File: config.mk
export PLATFORM = sky130hd
export DESIGN_NAME = wsc_ctrl
export DESIGN_NICKNAME = d
export VERILOG_FILES = /design/src/rtl/wsc_pkg.sv /design/src/rtl/wsc_ctrl.sv
export SDC_FILE = /design/constraint.sdc
export NUM_CORES = 1
export LEC_CHECK = 0
export BUFFER_PORTS_ARGS = -buffer_cell sky130_fd_sc_hd__buf_2
export CAP_MARGIN = 40
export CORE_AREA = 2 2 43 45
export DETAILED_ROUTE_END_ITERATION = 10
export DIE_AREA = 0 0 45 47
export PLACE_DENSITY = 0.61
export SLEW_MARGIN = 25
export SYNTH_ARGS = -nofsm -noshare
export SYNTH_HDL_FRONTEND = slang
export SYNTH_SLANG_ARGS = --single-unit
File: constraint.sdc
create_clock -name clk -period 1.4 [get_ports clk]
set_input_delay 0.14 -clock clk [delete_from_list [all_inputs] [get_ports clk]]
set_output_delay 0.14 -clock clk [all_outputs]
set_load 0.02 [all_outputs]
File: src/rtl/wsc_pkg.sv
package wsc_pkg;

  localparam int MULT_BITS_DEF     = 10;
  localparam int AMP_FRAC_BITS_DEF = 16;
  localparam int MULT_BITS_MAX     = 12;
  localparam int AMP_FRAC_MAX      = 24;
  localparam int Q_FRAC            = 24;
  localparam int SUM_W             = 64;
  localparam int DEN_W             = 3 * SUM_W;

  // status codes
  localparam logic [1:0] ST_OK   = 2'd0;
  localparam logic [1:0] ST_ZERO = 2'd1;
  localparam logic [1:0] ST_SAT  = 2'd2;

  // multiply passes of the final ratio
  localparam logic [1:0] PASS_CP  = 2'd0;  // cross * P
  localparam logic [1:0] PASS_CPP = 2'd1;  // (cross * P) * P
  localparam logic [1:0] PASS_QS  = 2'd2;  // Q * Sn
  localparam logic [1:0] PASS_QSS = 2'd3;  // (Q * Sn) * Sm

  typedef struct packed {
    logic [9:0]  multiplicity;
    logic [15:0] ecc_n;
    logic [15:0] ecc_m;
    logic        last;
  } item_t;

  typedef struct packed {
    logic signed [31:0] cumulant;
    logic [63:0]        weight_total;
    logic [1:0]         status;
  } result_t;

  typedef struct packed {
    logic       cap;
    logic       sq;
    logic       w4;
    logic       xp;
    logic       acc;
    logic       mul_load;
    logic       mul_step;
    logic [1:0] pass;
    logic       div_load;
    logic       div_step;
    logic       emit;
  } cmd_t;

  typedef struct packed {
    logic last;
    logic den_zero;
    logic mul_last;
    logic div_last;
  } stat_t;

endpackage

File: src/rtl/wsc_ctrl.sv
module wsc_ctrl import wsc_pkg::*; (
  input  logic  clk,
  input  logic  rst,
  input  logic  start,
  output logic  busy,
  input  stat_t stat,
  output cmd_t  cmd
);

  localparam logic [3:0] S_IDLE = 4'd0;
  localparam logic [3:0] S_SQ   = 4'd1;
  localparam logic [3:0] S_W4   = 4'd2;
  localparam logic [3:0] S_XP   = 4'd3;
  localparam logic [3:0] S_ACC  = 4'd4;
  localparam logic [3:0] S_CHK  = 4'd5;
  localparam logic [3:0] S_MLD  = 4'd6;
  localparam logic [3:0] S_MUL  = 4'd7;
  localparam logic [3:0] S_DLD  = 4'd8;
  localparam logic [3:0] S_DIV  = 4'd9;
  localparam logic [3:0] S_OUT  = 4'd10;

  logic [3:0] state, state_next;
  logic [1:0] pass, pass_next;

  assign busy = (state != S_IDLE);

  always_comb begin
    state_next = state;
    pass_next  = pass;
    cmd        = '0;
    cmd.pass   = pass;
    case (state)
      S_IDLE: begin
        if (start) begin
          cmd.cap    = 1'b1;
          state_next = S_SQ;
        end
      end
      S_SQ: begin
        cmd.sq     = 1'b1;
        state_next = S_W4;
      end
      S_W4: begin
        cmd.w4     = 1'b1;
        state_next = S_XP;
      end
      S_XP: begin
        cmd.xp     = 1'b1;
        state_next = S_ACC;
      end
      S_ACC: begin
        cmd.acc    = 1'b1;
        state_next = S_CHK;
      end
      S_CHK: begin
        pass_next = PASS_CP;
        if (!stat.last) state_next = S_IDLE;
        else if (stat.den_zero) state_next = S_OUT;
        else state_next = S_MLD;
      end
      S_MLD: begin
        cmd.mul_load = 1'b1;
        state_next   = S_MUL;
      end
      S_MUL: begin
        cmd.mul_step = 1'b1;
        if (stat.mul_last) begin
          if (pass == PASS_QSS) begin
            state_next = S_DLD;
          end else begin
            pass_next  = pass + 2'd1;
            state_next = S_MLD;
          end
        end
      end
      S_DLD: begin
        cmd.div_load = 1'b1;
        state_next   = S_DIV;
      end
      S_DIV: begin
        cmd.div_step = 1'b1;
        if (stat.div_last) state_next = S_OUT;
      end
      S_OUT: begin
        cmd.emit   = 1'b1;
        state_next = S_IDLE;
      end
      default: state_next = S_IDLE;
    endcase
  end

  always_ff @(posedge clk) begin
    if (rst) begin
      state <= S_IDLE;
      pass  <= PASS_CP;
    end else begin
      state <= state_next;
      pass  <= pass_next;
    end
  end

endmodule

==> results.cfg, run 1 <==
[routing]
vias_per_cell = 5.14
routedWlPerCell_um = 12.6
ant_nets = 0
drc = 0
routed_wl_um = 1440
drtPass1Iterations = 3
vias = 586
drt-initial-drc-count = 7

[floorplanning]
row_count = 15
dieArea_sq_um = 2120
core_area_sq_um = 1650
ios = 20
die_y_um = 47
die_w_um = 45
initial_utilization_pct = 28.6

[critical_path]
path_max_fanout = 2
cp-end-kind = flip-flop
critPathRequiredTime_ps = 1530
worstSetupPathType = flip-flop to flip-flop
reg2reg_to = state[3]
r2r_slack_ps = 6
rr_startpoint = state[3]
r2r_cells = 4
cp_data_arrival_time_ps = 1520
start_kind = flip-flop

[layout]
n_antenna_cell = 0
post-route-util_pct = 47.6
drive_gt1_share_pct = 50.5
area_growth_syn_to_layout_pct = 66.1
nNetsFinal = 107

[sta]
holdWs_ps = 147
rsz0062_at_grt = yes
finalMaxSlewViolations = 0
worst-slew-pin-transition_ps = 234
fin_crit_ps = 1390
finClkSkew_ps = 0.707
timing.final.crit_share_pct = 99.6
setup_viol = 0
finalHoldViolations = 0
max_freq_mhz = 717
slew_headroom_pct = 84.3
fin_setup_tns_ps = 0

[clock_network]
cts_buffer_depth = 2
worstSkewPairLatency_ps = 250
cts_root_buf = clkbuf_4
cts_buffers = 3
cts.clk_slew.worst_paths_ps = 40
htreeDepth = 1
cts_tree = done
cts_sinks = 6

[grt]
grt_overflow = 0
grt_max_degree = 16
grt_pass1_vias = 482
antenna_found_initial = 0
grt_usage_pct = 13.8
grt_pass1_wl_um = 2000

[min_path]
holdPathEnd = pass[1]
hp-class = primary input to flip-flop
holdPathStages = 2
hp-start = rst

[pwr]
power.leakage_nw = 0.345
ir_drop_v = 0.000484
powerDensity_nw_per_um2 = 621

[placement]
hpwl_um = 972
routabilityCongestion = 0.746
io_buffer_count = 19

[yosys]
yosysSeqAreaShare_pct = 25.4
netlist_instances = 69
ys_ff_latch = 6
synth_area_sq_um = 473
syn_area_per_cell_sq_um = 6.85
synth_nets = 77
synth_warnings = 0
synth_cell_type_count = 26

[flow_run]
max-cap-violations = 0

[run_status]
status = complete, no violations
-- worst max-delay path by stage --
stage              from       end  slack, ps  cells after the start
2_1_floorplan  state[3]  state[3]         10                      4
3_3_place_gp   state[3]  state[3]          3                      4
3_5_place_dp   state[3]  state[3]        -40                      4
4_1_cts        state[1]    cmd[5]         -7                      5
5_1_grt        state[3]  state[3]        -70                      4
6_report       state[3]  state[3]          6                      4
-- worst max-delay path, cell delays in order (launching register included) --
cell,delay (ps)
dfxtp_2,320
or4_4,510
or2_1,240
a31oi_1,140
nor3_1,70
-- sequential cells by signal, summed over array words and instances, names as in the netlist --
signal  flops
pass        2
state       4
-- report_power, final --
| group | internal [mW] | total (mW) | switching [mW] |
|---|---|---|---|
| Sequential | 0.177 | 0.184 | 0.00778 |
| Clock | 0.0970 | 0.161 | 0.0636 |
| Combinational | 0.0661 | 0.142 | 0.0763 |
-- routing by layer --
layer	GRT usage [%]	wire (um)
met5	0	0
met3	6.92	68
met4	5.29	12
met1	14.5	579
met2	23.7	775
-- cells in the mapped netlist, drive strengths merged --
| cell | count | area share [%] |
|---|---|---|
| a211oi | 1 | 1.6 |
| a21o | 1 | 1.6 |
| a21oi | 6 | 6.3 |
| a31oi | 3 | 4.0 |
| and3 | 2 | 2.6 |
| clkbuf | 4 | 3.2 |
| dfxtp | 6 | 25 |
| ha | 1 | 2.6 |
| inv | 1 | 0.79 |
| mux2i | 1 | 2.1 |
| nand2 | 6 | 4.8 |
| nand2b | 8 | 11 |
| nand3 | 1 | 1.1 |
| nand3b | 1 | 1.6 |
| nand4b | 1 | 1.9 |
| nor2 | 7 | 5.6 |
| nor2b | 1 | 1.3 |
| nor3 | 7 | 7.4 |
| nor3b | 1 | 1.6 |
| nor4bb | 1 | 2.1 |
| o211ai | 1 | 1.6 |
| o21ai | 3 | 3.2 |
| or2 | 3 | 4.0 |
| or2b | 1 | 1.6 |
| or4 | 1 | 1.6 |
-- timing repair --
action / in CTS / in global routing
endpoints found under the setup margin: 5 / 13
pin swaps: 2 / 2
gates resized for setup: 7 / 21
hold endpoints to repair: 0 / 0
buffers inserted: 0 / 4
hold buffers: 0 / 0
-- cells in the final DEF, fill, tap and decap left out, drive strengths merged, types with 3 or more instances in the layout --
master,instances
buf,29
clkbuf,3
a21oi,6
dfxtp,6
nor3,7
nand2b,8
nor2,7
or2,3
nand2,6
o21ai,3
a31oi,3
-- logic make-up after synthesis --
family | synth area share, %
buffers and inverters | 3.97
adders and majority gates | 2.65
AOI/OAI and AO/OA | 18.3
DFF | 25.4
muxes | 2.12
and+or+nand+nor | 47.6
-- cell type report --
cell class | count | area [sq um]
clock buffers | 3 | 22.5
fillers | 179 | 866
inverters | 1 | 3.75
multi-input cells | 58 | 417
flip-flops and latches | 6 | 128
well taps | 17 | 21.3
repair buffers | 29 | 194
-- stage by stage --
stage          cell area, sq um  setup WS (ps)  power, mW  cells
2_1_floorplan               478           12.2      0.257     69
3_3_place_gp                624           2.97      0.296    107
3_5_place_dp                624          -44.5      0.299    107
4_1_cts                     669          -6.82      0.474    110
5_1_grt                     786          -70.5      0.522    114
6_report                    786           5.90      0.488    114
No activity file was read; power rests on OpenSTA's default activity.
==> inputs of run 2 (changes only) <==
--- a/config.mk
+++ b/config.mk
@@ -8,6 +8,7 @@
 export BUFFER_PORTS_ARGS = -buffer_cell sky130_fd_sc_hd__buf_2
 export CAP_MARGIN = 40
 export CORE_AREA = 2 2 43 45
+export CTS_BUF_LIST = sky130_fd_sc_hd__clkbuf_8
 export DETAILED_ROUTE_END_ITERATION = 10
 export DIE_AREA = 0 0 45 47
 export PLACE_DENSITY = 0.61
==> results.cfg, run 2 (synthesis gave the netlist of run 1 again) <==
[grt]
grt_pass1_wl_um = 1990
antenna_found_initial = 0
grt_usage_pct = 14.1
grt_max_degree = 16
grt_pass1_vias = 473
grt_overflow = 0

[pwr]
powerDensity_nw_per_um2 = 768
power.leakage_nw = 0.329
ir_drop_v = 0.000632

[placement]
post_dp_cell_area_sq_um = 624
routabilityCongestion = 0.746
io_buffer_count = 19
hpwl_um = 972

[sta]
timing.final.crit_share_pct = 102
slew_headroom_pct = 84.2
finClkSkew_ps = 1.38
worst-slew-pin-transition_ps = 234
finalHoldViolations = 0
max_freq_mhz = 697
setup_viol = 2
fin_crit_ps = 1430
rsz0062_at_grt = yes
fin_setup_tns_ps = -42.3
finalMaxSlewViolations = 0
finalWorstSetupSlack_ps = -34.1

[clock_network]
cts_root_buf = clkbuf_8
cts_buffer_depth = 2
worstSkewPairLatency_ps = 220
cts_buffers = 3
cts.clk_slew.worst_paths_ps = 40
cts_tree = done
htreeDepth = 1
cts_sinks = 6

[floorplanning]
die_w_um = 45
ios = 20
dieArea_sq_um = 2120
die_y_um = 47
core_area_sq_um = 1650
row_count = 15
initial_utilization_pct = 28.6

[critical_path]
cpPeakStageDelay_ps = 510
cp_data_arrival_time_ps = 1540
critPathSlowestCell = or4_4
critPathRequiredTime_ps = 1510
path_max_fanout = 2
worstSetupPathType = flip-flop to flip-flop
start_kind = flip-flop
cp-end-kind = flip-flop
path_cells = or4_4 -> or2_1 -> a31oi_1 -> nor3_1

[layout]
reg_top3 = state x4, pass x2
layout_commonest_cell = buf_2
nNetsFinal = 103
largest_reg_flops = 4
top_register = state
n_antenna_cell = 0
final_cell_mix = buf_2, nor2_1
fin_area_sq_um = 748
drive_gt1_share_pct = 43.0
area_growth_syn_to_layout_pct = 58.2

[flow_run]
max-cap-violations = 0

[run_status]
status = finished with violations
violations = negative setup slack

[routing]
routed_wl_um = 1350
routedWlPerCell_um = 12.2
drc = 0
vias = 567
vias_per_cell = 5.15
ant_nets = 0
drt-initial-drc-count = 2
drtPass1Iterations = 4

[min_path]
hp-class = primary input to flip-flop
[run 2: cell types whose count changed in the layout (fill, tap and decap cells not counted), moves of 2 or more]
| cell | change |
|---|---|
| clkbuf_4 | -3 |
| buf_6 | -3 |
| nor2_2 | -2 |
| clkbuf_8 | +3 |
| nor2_1 | +2 |
[run 2: final cells by class]
| type | instances | area, sq um |
|---|---|---|
| clock buffers | 3 | 41.3 |
| inverters | 1 | 3.75 |
| fillers | 181 | 903 |
| multi-input cells | 58 | 405 |
| flip-flops and latches | 6 | 124 |
| repair buffers | 25 | 153 |
| well taps | 17 | 21.3 |
[run 2: through the flow]
step / hold WS [ps] / cells / setup WS, ps / util (%) / power, mW
2_1_floorplan: 209 / 69 / 12.2 / - / 0.257
3_3_place_gp: 396 / 107 / 2.97 / 37.8 / 0.296
3_5_place_dp: 402 / 107 / -44.5 / 37.8 / 0.299
4_1_cts: 162 / 110 / -2.00 / 40.9 / 0.571
5_1_grt: 180 / 110 / -78.9 / 45.3 / 0.610
6_report: 168 / 110 / -34.1 / 45.3 / 0.575
[run 2: where the power goes]
part / total (mW) / switching, mW / internal (mW)
registers: 0.185 / 0.00698 / 0.178
logic: 0.131 / 0.0729 / 0.0577
clock network: 0.259 / 0.0747 / 0.185
[run 2: final timing paths]
check,start,end,slack (ps),cells past startpoint
worst max-delay path,state[3],state[3],-30,4
worst min-delay path,rst,pass[1],170,2
worst max register to register,state[3],state[3],-30,4
worst min register to register,pass[1],pass[1],490,2
[run 2: per-layer routing]
layer	wire, um	GRT usage, %
met1	573	14.5
met2	664	23.1
met3	75	6.92
met4	31	8.82
met5	0	0
[run 2: timing repair]
item	CTS	global route
endpoints found under the setup margin	3	13
setup buffers	0	0
pin swaps	2	5
gates resized for setup	3	15
hold buffers	0	0
endpoints found under the hold margin	0	0
[run 2: worst max-delay path: cells and delay by family (launching register included)]
| family | cells | cell delay (ps) |
|---|---|---|
| AOI/OAI and AO/OA | 1 | 180 |
| DFF | 1 | 300 |
| and+or+nand+nor | 3 | 830 |
